### src/rtl/core/yd_pkg.sv
// Shared types and constants for the line deinterlacer.
package yd_pkg;

    // Configuration port
    localparam int unsigned CFG_INDEX_BITS = 2;
    localparam int unsigned CFG_DATA_BITS  = 13;

    localparam logic [CFG_INDEX_BITS-1:0] CFG_LINE_WIDTH   = 2'd0;
    localparam logic [CFG_INDEX_BITS-1:0] CFG_FIELD_PARITY = 2'd1;
    localparam logic [CFG_INDEX_BITS-1:0] CFG_SPATIAL_EN   = 2'd2;

    localparam logic [CFG_DATA_BITS-1:0] RESET_LINE_WIDTH = 13'd720;

    // Line geometry
    localparam int unsigned MIN_WIDTH   = 7;
    localparam int unsigned MAX_WIDTH   = 4096;
    localparam int unsigned WINDOW_COLS = 7;
    localparam int unsigned EDGE_COLS   = 3;
    localparam int unsigned DELAY_COLS  = 4;
    // first column that has a full window behind it
    localparam int unsigned INNER_START = 6;
    // inner pixel plus the three closing edge pixels
    localparam int unsigned MAX_RESULTS = 4;

    typedef logic [CFG_DATA_BITS-1:0] t_count;

    // What one accepted column asks the output side to send
    typedef struct packed {
        logic vld;
        logic edge0;   // leading edge pixel (first three columns)
        logic inner;   // inner pixel of the window center
        logic last;    // last column: three closing edge pixels follow
    } t_job;

endpackage

### src/rtl/core/yd_window.sv
// Column window, delay lines, column counter and the pending column job.
module yd_window #(
    parameter int unsigned PIXEL_BITS = 8
) (
    input  logic                                         i_clk,
    input  logic                                         i_rst_n,
    input  logic                                         i_take,
    input  logic                                         i_pop,
    input  yd_pkg::t_count                               i_width,
    input  logic [PIXEL_BITS-1:0]                        i_cur_above,
    input  logic [PIXEL_BITS-1:0]                        i_cur_below,
    input  logic [PIXEL_BITS-1:0]                        i_prev_above,
    input  logic [PIXEL_BITS-1:0]                        i_prev_below,
    input  logic [PIXEL_BITS-1:0]                        i_next_above,
    input  logic [PIXEL_BITS-1:0]                        i_next_below,
    input  logic [PIXEL_BITS-1:0]                        i_cur_up_two,
    input  logic [PIXEL_BITS-1:0]                        i_cur_middle,
    input  logic [PIXEL_BITS-1:0]                        i_cur_down_two,
    input  logic [PIXEL_BITS-1:0]                        i_other_up_two,
    input  logic [PIXEL_BITS-1:0]                        i_other_middle,
    input  logic [PIXEL_BITS-1:0]                        i_other_down_two,
    output yd_pkg::t_job                                 o_job,
    output logic [yd_pkg::WINDOW_COLS-1:0][PIXEL_BITS-1:0] o_above,
    output logic [yd_pkg::WINDOW_COLS-1:0][PIXEL_BITS-1:0] o_below,
    output logic [3:0][PIXEL_BITS-1:0]                   o_nbr,
    output logic [2:0][PIXEL_BITS-1:0]                   o_early,
    output logic [2:0][PIXEL_BITS-1:0]                   o_late
);

    localparam int unsigned WC = yd_pkg::WINDOW_COLS;
    localparam int unsigned DC = yd_pkg::DELAY_COLS;

    logic [WC-1:0][PIXEL_BITS-1:0]       r_above;
    logic [WC-1:0][PIXEL_BITS-1:0]       r_below;
    logic [DC-1:0][3:0][PIXEL_BITS-1:0]  r_nbr;
    logic [DC-1:0][2:0][PIXEL_BITS-1:0]  r_early;
    logic [DC-1:0][2:0][PIXEL_BITS-1:0]  r_late;
    yd_pkg::t_count                      r_count;
    yd_pkg::t_job                        r_job;

    yd_pkg::t_count n_count;
    yd_pkg::t_job   n_job;

    always_comb begin
        n_job.vld   = 1'b1;
        n_job.edge0 = r_count < yd_pkg::t_count'(yd_pkg::EDGE_COLS);
        n_job.inner = r_count >= yd_pkg::t_count'(yd_pkg::INNER_START);
        // a width lowered mid-line also ends the line here
        n_job.last  = r_count >= (i_width - yd_pkg::t_count'(1));
        n_count     = n_job.last ? '0 : r_count + yd_pkg::t_count'(1);
    end

    always_ff @(posedge i_clk) begin
        if (!i_rst_n) begin
            r_job   <= '0;
            r_count <= '0;
        end else if (i_take) begin
            r_job   <= n_job;
            r_count <= n_count;
        end else if (i_pop) begin
            r_job.vld <= 1'b0;
        end
    end

    // newest column enters at index 0
    always_ff @(posedge i_clk) begin
        if (i_take) begin
            r_above <= {r_above[WC-2:0], i_cur_above};
            r_below <= {r_below[WC-2:0], i_cur_below};
            r_nbr   <= {r_nbr[DC-2:0],
                        {i_next_below, i_next_above, i_prev_below, i_prev_above}};
            r_early <= {r_early[DC-2:0], {i_cur_down_two, i_cur_middle, i_cur_up_two}};
            r_late  <= {r_late[DC-2:0],
                        {i_other_down_two, i_other_middle, i_other_up_two}};
        end
    end

    assign o_job   = r_job;
    assign o_above = r_above;
    assign o_below = r_below;
    assign o_nbr   = r_nbr[DC-1];
    assign o_early = r_early[DC-1];
    assign o_late  = r_late[DC-1];

endmodule

### src/rtl/core/yd_interp.sv
// Pixel math: edge-directed spatial prediction, temporal clamp, edge averages.
module yd_interp #(
    parameter int unsigned PIXEL_BITS = 8
) (
    input  logic [yd_pkg::WINDOW_COLS-1:0][PIXEL_BITS-1:0] i_above,
    input  logic [yd_pkg::WINDOW_COLS-1:0][PIXEL_BITS-1:0] i_below,
    input  logic [3:0][PIXEL_BITS-1:0]                     i_nbr,
    input  logic [2:0][PIXEL_BITS-1:0]                     i_early,
    input  logic [2:0][PIXEL_BITS-1:0]                     i_late,
    input  logic                                           i_field_parity,
    input  logic                                           i_spatial_en,
    output logic [PIXEL_BITS-1:0]                          o_inner,
    output logic [yd_pkg::EDGE_COLS-1:0][PIXEL_BITS-1:0]   o_edge
);

    // three absolute differences of pixels need PIXEL_BITS+2 bits plus sign
    localparam int unsigned SW = PIXEL_BITS + 3;

    typedef logic signed [SW-1:0] t_sval;

    function automatic t_sval ext(input logic [PIXEL_BITS-1:0] v);
        return $signed({3'b000, v});
    endfunction

    function automatic t_sval absd(input t_sval a, input t_sval b);
        t_sval diff;
        diff = a - b;
        return (diff < 0) ? -diff : diff;
    endfunction

    function automatic t_sval smax(input t_sval a, input t_sval b);
        return (a > b) ? a : b;
    endfunction

    function automatic t_sval smin(input t_sval a, input t_sval b);
        return (a < b) ? a : b;
    endfunction

    t_sval u [yd_pkg::WINDOW_COLS];
    t_sval dn [yd_pkg::WINDOW_COLS];
    t_sval c, e;
    t_sval pa, pb, qa, qb;
    t_sval cu, cm, cd, ou, om, od;
    t_sval d, t0, t1, t2, lim, lim_sp;
    t_sval b, f, hi, lo;
    t_sval s1, s2, s3, s4;
    t_sval best, pred;
    t_sval clamped;
    logic [PIXEL_BITS:0] edge_sum [yd_pkg::EDGE_COLS];

    always_comb begin
        for (int i = 0; i < int'(yd_pkg::WINDOW_COLS); i++) begin
            u[i]  = ext(i_above[i]);
            dn[i] = ext(i_below[i]);
        end
        // index 3 is the window center; index 3-j is column center+j
        c = u[3];
        e = dn[3];

        // paired frame first; the temporal limit is symmetric in the two
        if (i_field_parity) begin
            pa = ext(i_nbr[0]);
            pb = ext(i_nbr[1]);
            qa = ext(i_nbr[2]);
            qb = ext(i_nbr[3]);
        end else begin
            pa = ext(i_nbr[2]);
            pb = ext(i_nbr[3]);
            qa = ext(i_nbr[0]);
            qb = ext(i_nbr[1]);
        end
        cu = ext(i_early[0]);
        cm = ext(i_early[1]);
        cd = ext(i_early[2]);
        ou = ext(i_late[0]);
        om = ext(i_late[1]);
        od = ext(i_late[2]);

        d   = (cm + om) >>> 1;
        t0  = absd(cm, om) >>> 1;
        t1  = (absd(pa, c) + absd(pb, e)) >>> 1;
        t2  = (absd(qa, c) + absd(qb, e)) >>> 1;
        lim = smax(smax(t0, t1), t2);

        // vertical direction carries a bias of one in its favor
        best = absd(u[4], dn[4]) + absd(c, e) + absd(u[2], dn[2]) - t_sval'(1);
        pred = (c + e) >>> 1;

        s1 = absd(u[5], dn[3]) + absd(u[4], dn[2]) + absd(u[3], dn[1]);
        s2 = absd(u[6], dn[2]) + absd(u[5], dn[1]) + absd(u[4], dn[0]);
        s3 = absd(u[3], dn[5]) + absd(u[2], dn[4]) + absd(u[1], dn[3]);
        s4 = absd(u[2], dn[6]) + absd(u[1], dn[5]) + absd(u[0], dn[4]);

        // steeper angle is tried only when the shallower one won
        if (s1 < best) begin
            best = s1;
            pred = (u[4] + dn[2]) >>> 1;
            if (s2 < best) begin
                best = s2;
                pred = (u[5] + dn[1]) >>> 1;
            end
        end
        if (s3 < best) begin
            best = s3;
            pred = (u[2] + dn[4]) >>> 1;
            if (s4 < best) begin
                best = s4;
                pred = (u[1] + dn[5]) >>> 1;
            end
        end

        b  = (cu + ou) >>> 1;
        f  = (cd + od) >>> 1;
        hi = smax(smax(d - e, d - c), smin(b - c, f - e));
        lo = smin(smin(d - e, d - c), smax(b - c, f - e));
        lim_sp = i_spatial_en ? smax(smax(lim, lo), -hi) : lim;

        clamped = smax(smin(pred, d + lim_sp), d - lim_sp);
        o_inner = clamped[PIXEL_BITS-1:0];

        for (int i = 0; i < int'(yd_pkg::EDGE_COLS); i++) begin
            edge_sum[i] = {1'b0, i_above[i]} + {1'b0, i_below[i]} + (PIXEL_BITS+1)'(1);
            o_edge[i]   = edge_sum[i][PIXEL_BITS:1];
        end
    end

endmodule

### src/rtl/core/yd_emit.sv
// Result register queue: sends the up to four pixels of a column in order.
module yd_emit #(
    parameter int unsigned PIXEL_BITS = 8
) (
    input  logic                                         i_clk,
    input  logic                                         i_rst_n,
    input  yd_pkg::t_job                                 i_job,
    input  logic [PIXEL_BITS-1:0]                        i_inner,
    input  logic [yd_pkg::EDGE_COLS-1:0][PIXEL_BITS-1:0] i_edge,
    input  logic                                         i_ready,
    output logic                                         o_load,
    output logic                                         o_valid,
    output logic [PIXEL_BITS-1:0]                        o_pixel,
    output logic                                         o_line_end
);

    localparam int unsigned QD = yd_pkg::MAX_RESULTS;
    localparam int unsigned LW = $clog2(QD + 1);

    logic [QD-1:0][PIXEL_BITS-1:0] r_q;
    logic [LW-1:0]                 r_left;
    logic                          r_end;

    logic [QD-1:0][PIXEL_BITS-1:0] n_q;
    logic [LW-1:0]                 n_left;
    logic                          n_end;
    logic                          w_free;

    // room once the last queued pixel leaves in this cycle
    assign w_free = (r_left == '0) || ((r_left == LW'(1)) && i_ready);
    assign o_load = i_job.vld && w_free;

    always_comb begin
        n_q    = r_q;
        n_left = r_left;
        n_end  = r_end;
        if ((r_left != '0) && i_ready) begin
            for (int i = 0; i < int'(QD) - 1; i++) begin
                n_q[i] = r_q[i+1];
            end
            n_left = r_left - LW'(1);
        end
        if (o_load) begin
            // a last column always has an inner pixel ahead of the edges
            n_q[0] = i_job.edge0 ? i_edge[0] : i_inner;
            n_q[1] = i_edge[2];
            n_q[2] = i_edge[1];
            n_q[3] = i_edge[0];
            n_end  = i_job.last;
            if (i_job.last) begin
                n_left = LW'(QD);
            end else if (i_job.edge0 || i_job.inner) begin
                n_left = LW'(1);
            end else begin
                n_left = '0;
            end
        end
    end

    always_ff @(posedge i_clk) begin
        if (!i_rst_n) begin
            r_left <= '0;
            r_end  <= 1'b0;
        end else begin
            r_left <= n_left;
            r_end  <= n_end;
        end
    end

    always_ff @(posedge i_clk) begin
        r_q <= n_q;
    end

    assign o_valid    = r_left != '0;
    assign o_pixel    = r_q[0];
    assign o_line_end = r_end && (r_left == LW'(1));

endmodule

### src/rtl/core/yadif_deinterlace_line.sv
// A column passes the window registers and then the output queue registers.
// Throughput: one column per cycle while the output is ready; the last column
// of a line sends four pixels from the output queue, so input stalls while they drain.
// Columns 3 to 5 of a line produce no pixel (window fill).
// Reset (synchronous, active low) clears the counter, job and queue state and
// sets line_width 720, field_parity 0, spatial_check_enable 1.
module yadif_deinterlace_line #(
    parameter int unsigned PIXEL_BITS = 8
) (
    input  logic                                i_clk,
    input  logic                                i_rst_n,
    // configuration
    input  logic                                i_cfg_valid,
    output logic                                o_cfg_ready,
    input  logic [yd_pkg::CFG_INDEX_BITS-1:0]   i_cfg_index,
    input  logic [yd_pkg::CFG_DATA_BITS-1:0]    i_cfg_data,
    // column input
    input  logic                                i_valid,
    output logic                                o_ready,
    input  logic [PIXEL_BITS-1:0]               i_cur_above,
    input  logic [PIXEL_BITS-1:0]               i_cur_below,
    input  logic [PIXEL_BITS-1:0]               i_prev_above,
    input  logic [PIXEL_BITS-1:0]               i_prev_below,
    input  logic [PIXEL_BITS-1:0]               i_next_above,
    input  logic [PIXEL_BITS-1:0]               i_next_below,
    input  logic [PIXEL_BITS-1:0]               i_cur_up_two,
    input  logic [PIXEL_BITS-1:0]               i_cur_middle,
    input  logic [PIXEL_BITS-1:0]               i_cur_down_two,
    input  logic [PIXEL_BITS-1:0]               i_other_up_two,
    input  logic [PIXEL_BITS-1:0]               i_other_middle,
    input  logic [PIXEL_BITS-1:0]               i_other_down_two,
    // pixel output
    output logic                                o_valid,
    input  logic                                i_ready,
    output logic [PIXEL_BITS-1:0]               o_pixel,
    output logic                                o_line_end
);

    yd_pkg::t_count r_line_width;
    logic           r_field_parity;
    logic           r_spatial_en;

    yd_pkg::t_count w_width;
    logic           w_take;
    logic           w_load;
    yd_pkg::t_job   w_job;

    logic [yd_pkg::WINDOW_COLS-1:0][PIXEL_BITS-1:0] w_above;
    logic [yd_pkg::WINDOW_COLS-1:0][PIXEL_BITS-1:0] w_below;
    logic [3:0][PIXEL_BITS-1:0]                     w_nbr;
    logic [2:0][PIXEL_BITS-1:0]                     w_early;
    logic [2:0][PIXEL_BITS-1:0]                     w_late;
    logic [PIXEL_BITS-1:0]                          w_inner;
    logic [yd_pkg::EDGE_COLS-1:0][PIXEL_BITS-1:0]   w_edge;

    assign o_cfg_ready = 1'b1;

    always_ff @(posedge i_clk) begin
        if (!i_rst_n) begin
            r_line_width   <= yd_pkg::RESET_LINE_WIDTH;
            r_field_parity <= 1'b0;
            r_spatial_en   <= 1'b1;
        end else if (i_cfg_valid) begin
            unique case (i_cfg_index)
                yd_pkg::CFG_LINE_WIDTH:   r_line_width   <= i_cfg_data;
                yd_pkg::CFG_FIELD_PARITY: r_field_parity <= i_cfg_data[0];
                yd_pkg::CFG_SPATIAL_EN:   r_spatial_en   <= i_cfg_data[0];
                default: ;
            endcase
        end
    end

    always_comb begin
        if (r_line_width < yd_pkg::t_count'(yd_pkg::MIN_WIDTH)) begin
            w_width = yd_pkg::t_count'(yd_pkg::MIN_WIDTH);
        end else if (r_line_width > yd_pkg::t_count'(yd_pkg::MAX_WIDTH)) begin
            w_width = yd_pkg::t_count'(yd_pkg::MAX_WIDTH);
        end else begin
            w_width = r_line_width;
        end
    end

    // the pending job must move to the output queue before the window shifts
    assign o_ready = !w_job.vld || w_load;
    assign w_take  = i_valid && o_ready;

    yd_window #(
        .PIXEL_BITS (PIXEL_BITS)
    ) u_window (
        .i_clk            (i_clk),
        .i_rst_n          (i_rst_n),
        .i_take           (w_take),
        .i_pop            (w_load),
        .i_width          (w_width),
        .i_cur_above      (i_cur_above),
        .i_cur_below      (i_cur_below),
        .i_prev_above     (i_prev_above),
        .i_prev_below     (i_prev_below),
        .i_next_above     (i_next_above),
        .i_next_below     (i_next_below),
        .i_cur_up_two     (i_cur_up_two),
        .i_cur_middle     (i_cur_middle),
        .i_cur_down_two   (i_cur_down_two),
        .i_other_up_two   (i_other_up_two),
        .i_other_middle   (i_other_middle),
        .i_other_down_two (i_other_down_two),
        .o_job            (w_job),
        .o_above          (w_above),
        .o_below          (w_below),
        .o_nbr            (w_nbr),
        .o_early          (w_early),
        .o_late           (w_late)
    );

    yd_interp #(
        .PIXEL_BITS (PIXEL_BITS)
    ) u_interp (
        .i_above        (w_above),
        .i_below        (w_below),
        .i_nbr          (w_nbr),
        .i_early        (w_early),
        .i_late         (w_late),
        .i_field_parity (r_field_parity),
        .i_spatial_en   (r_spatial_en),
        .o_inner        (w_inner),
        .o_edge         (w_edge)
    );

    yd_emit #(
        .PIXEL_BITS (PIXEL_BITS)
    ) u_emit (
        .i_clk      (i_clk),
        .i_rst_n    (i_rst_n),
        .i_job      (w_job),
        .i_inner    (w_inner),
        .i_edge     (w_edge),
        .i_ready    (i_ready),
        .o_load     (w_load),
        .o_valid    (o_valid),
        .o_pixel    (o_pixel),
        .o_line_end (o_line_end)
    );

endmodule

### config.mk
export PLATFORM = sky130hd
export DESIGN_NAME = yadif_deinterlace_line
export DESIGN_NICKNAME = d
export VERILOG_FILES = /design/src/rtl/core/yd_pkg.sv /design/src/rtl/core/yd_window.sv /design/src/rtl/core/yd_interp.sv /design/src/rtl/core/yd_emit.sv /design/src/rtl/core/yadif_deinterlace_line.sv
export SDC_FILE = /design/constraint.sdc
export NUM_CORES = 2
export LEC_CHECK = 0
export BUFFER_PORTS_ARGS = -buffer_cell sky130_fd_sc_hd__clkbuf_2
export CAP_MARGIN = 10
export CELL_PAD_IN_SITES_DETAIL_PLACEMENT = 1
export CELL_PAD_IN_SITES_GLOBAL_PLACEMENT = 2
export CORE_ASPECT_RATIO = 1.4
export CORE_UTILIZATION = 39
export CTS_CLUSTER_SIZE = 10
export DETAILED_ROUTE_END_ITERATION = 12
export GPL_TIMING_DRIVEN = 0
export PLACE_DENSITY_LB_ADDON = 0.2
export SETUP_SLACK_MARGIN = 0.15
export SLEW_MARGIN = 30
export SYNTH_ARGS = -nofsm -noshare
export SYNTH_HDL_FRONTEND = slang
export SYNTH_SLANG_ARGS = --single-unit
### constraint.sdc
create_clock -name i_clk -period 17.4 [get_ports i_clk]
set_input_delay 0.87 -clock i_clk [delete_from_list [all_inputs] [get_ports i_clk]]
set_output_delay 0.87 -clock i_clk [all_outputs]
set_load 0.05 [all_outputs]
== Word-level counts from Yosys, hierarchy flattened ==
Cells that the tools add are included.

* Bits in registers: 500
* Bits of input ports: 116
* Output and inout bits: 12
* Logic and storage cells: 261

* Add/subtract/negate cells: 77
* Magnitude comparators: 41
* Equality and inequality tests: 3
* Mux-type cells: 55
* Reductions and logical operators: 17

{| class="wikitable"
|+ Operators with widths
! operator !! count
|-
| $mux 11 || 38
|-
| $neg 9->11 || 17
|-
| $sub 8x8->9 || 20
|-
| $lt 9x1->1 const B || 17
|-
| $add 11x11->11 || 12
|-
| $add 8x8->9 || 11
|-
| $lt 11x11->1 || 8
|-
| $gt 11x11->1 || 6
|-
| $mux 24 || 2
|-
| $mux 8 || 6
|-
| $neg 11->11 || 4
|-
| $sub 10x9->11 || 4
|-
| $mux 13 || 3
|-
| $lt 11x1->1 const B || 3
|-
| $add 9x1->9 const B || 3
|-
| $add 13x1->13 const B || 1
|-
| $ge 13x13->1 || 1
|-
| $ge 13x3->1 const B || 1
|-
| $gt 13x13->1 const B || 1
|-
| $lt 13x2->1 const B || 1
|-
| $lt 13x3->1 const B || 1
|-
| $sub 13x1->13 const B || 1
|-
| $add 10x11->11 || 1
|-
| $gt 11x10->1 || 1
|-
| 17 further kinds || 30
|}

== Depth between registers and ports, before layout ==
* Depth after elaboration: 21
* Gate-level depth with buffers: 100
* Gate-level depth less buffers: 92

== By module ==
A second synthesis with hierarchy kept.

* Cell total of the unflattened synthesis: 3962
* Area total of the unflattened synthesis: 40806.6 um^2

{| class="wikitable"
|+ By module, submodules not included
! module !! instances !! cells an instance !! area an instance (um^2) !! seq. area each (um^2)
|-
| yd_interp || 1 || 3075 || 23389.9 || 0.0
|-
| yd_window || 1 || 672 || 14893.0 || 13312.8
|-
| yd_emit || 1 || 125 || 1813.0 || 1041.0
|-
| yadif_deinterlace_line || 1 || 90 || 710.7 || 300.3
|}

== Worst setup path after synthesis ==
Ideal clock, no wire load.

* Kind: flip-flop to flip-flop
* From: register r_field_parity
* To: register u_emit.r_q, in the netlist u_emit.o_pixel[6], data pin
* Library setup time: 129 ps
* Arrival time: 17489 ps
* Data required time: 17271 ps
* Setup slack: -218 ps
* Stages on the path, launching flop included: 96
* Buffers on the path: 8
* Period minus slack after synthesis: 17618 ps
* Cells stage by stage: dfxtp_1 > clkbuf_1 > clkbuf_1 > mux2i_1 > ha_1 > inv_1 > fa_1 > a21o_1 > a21oi_1 > o21ai_0 > a21o_1 > a21oi_1 > o21ai_0 > xnor2_1 > ha_1 > a21o_1 > a21o_1 > a221oi_1 > (+60 left out) > o21ai_1 > ha_1 > mux2_2 > ha_1 > nor2b_1 > o21a_1 > o21a_1 > o21a_1 > o21a_1 > o21a_1 > o21a_1 > o21a_1 > o21ai_0 > a31oi_1 > clkbuf_1 > or2_2 > a311oi_1 > a21o_1

{| class="wikitable"
|+ RTL lines
! element !! RTL line !! source
|-
| start, declared || yadif_deinterlace_line.sv:40 || <nowiki>logic r_field_parity;</nowiki>
|-
| start signal, assigned || yadif_deinterlace_line.sv:66 || <nowiki>yd_pkg::CFG_FIELD_PARITY: r_field_parity <= i_cfg_data[0];</nowiki>
|-
| end signal, assigned || yd_emit.sv:71 || <nowiki>r_q <= n_q;</nowiki>
|-
| end, declared || yd_emit.sv:20 || <nowiki>logic [QD-1:0][PIXEL_BITS-1:0] r_q;</nowiki>
|}

==> metrics.txt <==
outcome finished, final reports clean; # fillers 11100; share of the synthesized area in the top cell type about a third; WS Path Type flip-flop to flip-flop; area of placed instances 42300 um^2; layout cells sized above 1 between 10% and 20%; CP delay by family, top compound AO/OA/AOI/OAI gates; post-DR vias/cell about 5.3; initial core utilization a little under 40%; Reg clk slew, reported paths around 0.060 ns; Worst Tran Pin Value roughly 1.1 ns; GRT Residual Overflow 0; most common cell after layout, fill and taps aside ha_1; post-route setup slack 0.656 ns; leading area contributor after synthesis edfxtp_1; Worst Path Max Fanout 5; CP Launch Type flip-flop; fmax around 0.060 GHz; Final Instance Area about 46000 um^2; crit path max-delay cell type or4_4; area added between synthesis and finish 15.9%; gpl congestion 0.914; most used flip-flop cell after synthesis edfxtp_1; CTS buffer count 57; core area just over 100000 um^2; Critical Path RT between 15 and 20 ns; Max Slew Vio Count 0; post-synth cell types between 80 and 90; Worst Skew 0.0262 ns; CP arrival 17.12 ns; die width between 200 and 300 um; CTS tree done; Buf+Inv Stages, Crit Path 10; dpl hpwl around 98 mm; Die ar. about 100000 um^2; # H-tree levels 2; final setup fails 0; vias in the first global route ~30000; clock sink count 500; Residual DRC 0; Final Hold Vio Count 0; number of synthesized flops with an enable pin between 400 and 500; Hold Crit Class input pin to flip-flop; post-route ant nets 0; global-route wire length before repair around 180 mm; initial antenna violation count 3; iteration-0 DRC count of the detailed router ~860; Cells after Synth ~3800; Clk Latency, worst-skew pair about 0.65 ns; drt pass-1 iters 6; All-Layer GR Usage 22.9%; synth warn 0; CTS Buffer Depth 3; nets between 4000 and 5000; flops & latches, synth 500; RSZ-0062 raised after global routing yes; Placement Rows roughly 140; Rel. slew slack between 20% and 30%; Die Y between 300 and 400 um; Max-cap violations 0; min cycle time layout about 17 ns; cts hold-fix bufs 0; io pins about 130; Synth area leaders edfxtp_1 (35%), ha_1 (17%), xnor2_1 (6.4%), fa_1 (4.7%), a21oi_1 (3.8%); commonest cells after routing, fill and taps aside ha_1 (525), edfxtp_1 (464), inv_1 (371); Port Buffers ~130; DR WL/cell roughly 22 um; setup_tns 0 ns; most used cell, CP o21a_1; pre-CTS setup slack -4.55 ns; largest net degree at the start of global routing 80; vias after detailed routing ~29000; crit share post-route between 90% and 100%; fraction of registers with async set/reset 0%; Post-Syn Area 39700 um^2; syn_area_per_cell 10.4 um^2; WL final between 100 and 150 mm; Worst setup EP type flip-flop; register area share after synthesis ~37%; Critical Path Max Stage Delay roughly 0.53 ns; clk root buf clkbuf_16
## registers in the layout, summed over array words and instances (netlist names), 4 cells and up
| signal | flops |
|---|---|
| u_window.o_late | 24 |
| u_window.o_early | 24 |
| u_window.r_nbr | 96 |
| u_window.r_early | 72 |
| u_emit.r_q | 24 |
| u_window.o_below | 56 |
| u_window.o_nbr | 32 |
| r_line_width | 13 |
| u_window.r_count | 13 |
| u_emit.o_pixel | 8 |
| u_window.o_job | 4 |
| u_window.o_above | 56 |
| u_window.r_late | 72 |
## worst paths after layout
kind / end / depth (start not counted) / slack [ns] / from
max: u_emit.o_pixel[4] / 89 / 0.66 / r_field_parity
min: u_window.r_nbr[27] / 1 / 0.40 / i_next_below[3]
max reg2reg: u_emit.o_pixel[4] / 89 / 0.66 / r_field_parity
min reg2reg: u_window.r_early[42] / 0 / 0.41 / u_window.r_early[18]
## synth_stat cells, types with 5 or more instances
cell         n
o31a_1       7
o31ai_1     37
ha_1       546
o21a_1      49
and2_1       9
o21ai_1      6
a21o_1     102
or4_1        7
mux2_2      54
inv_1      378
o21ai_0    182
a211oi_1    18
a21boi_0    19
or3_1       20
mux2i_1     66
clkbuf_1    44
nor4_1      20
a31oi_1     11
nor3_1      28
nand4_1     27
o21bai_1   115
nor2_1     181
and3_1      10
nand2b_1    48
nand3b_1    17
edfxtp_1   464
nor2b_1     52
nand2_1    248
o32a_1       5
o211ai_1    21
a2111oi_0    7
dfxtp_1     36
nor3b_1      8
o41ai_1      8
a21oi_1    305
or2_2       23
xnor2_1    291
nand3_1     51
fa_1        93
xor2_1     117
buf_4        9
## worst reg2reg max path, delay by kind of cell, from the launching register on
family,cells,cell delay (ns)
multiplexers,8,2.15
AND/OR/NAND/NOR,17,3.22
AO/OA/AOI/OAI,41,6.39
XOR/XNOR,3,0.59
adder cells (fa/ha/maj),10,2.52
flip-flops,1,0.32
buffers and inverters,10,1.30
## logic make-up after synthesis
| family | after synthesis | synth area share [%] |
|---|---|---|
| multiplexers | 123 | 3.30 |
| AND/OR/NAND/NOR | 762 | 9.28 |
| flip-flops | 500 | 36.9 |
| buffers and inverters | 440 | 4.29 |
| adder cells (fa/ha/maj) | 639 | 21.9 |
| other | 2 | 0.0189 |
| AO/OA/AOI/OAI | 941 | 15.1 |
| XOR/XNOR | 410 | 9.12 |
## routing by layer
layer / track usage, % / up-vias / part of all wire [%]
met5: 0 / - / 0.019
met4: 13.6 / 4 / 6.6
met3: 2.05 / 238 / 2.2
met2: 45.8 / 401 / 55
met1: 22.4 / 14000 / 36
li1: - / 14200 / -
## stage by stage
stage	hold slack, ns	cells	utilization [%]
4_1_cts	0.359	5444	44.7
2_1_floorplan	0.400	3837	-
3_3_place_gp	0.400	5293	41.6
3_5_place_dp	0.405	5301	41.8
6_report	0.398	5486	45.5
5_1_grt	0.364	5485	45.5
## final cells by class
class,instances,area (um^2),area share [%]
antenna,1,2.50,0.00544
buffer,60,427,0.928
clock buffer,87,1560,3.39
clock inverter,7,106,0.231
inverter,380,1440,3.13
multi-input combinational,2898,24600,53.4
sequential,500,14700,31.9
tap,1330,1660,3.62
timing repair buffer,223,1580,3.42
## repair_timing
item                                    in CTS  in global routing
pin swaps                                   50                 95
endpoints found under the hold margin        0                  0
cloned                                       1                  3
endpoints found under the setup margin       8                  8
gates resized for setup                    162                133
buffers inserted                            48                 38
Power is not shown: default switching activity piles up to over one toggle a cycle in this logic, so the estimate is an artifact.
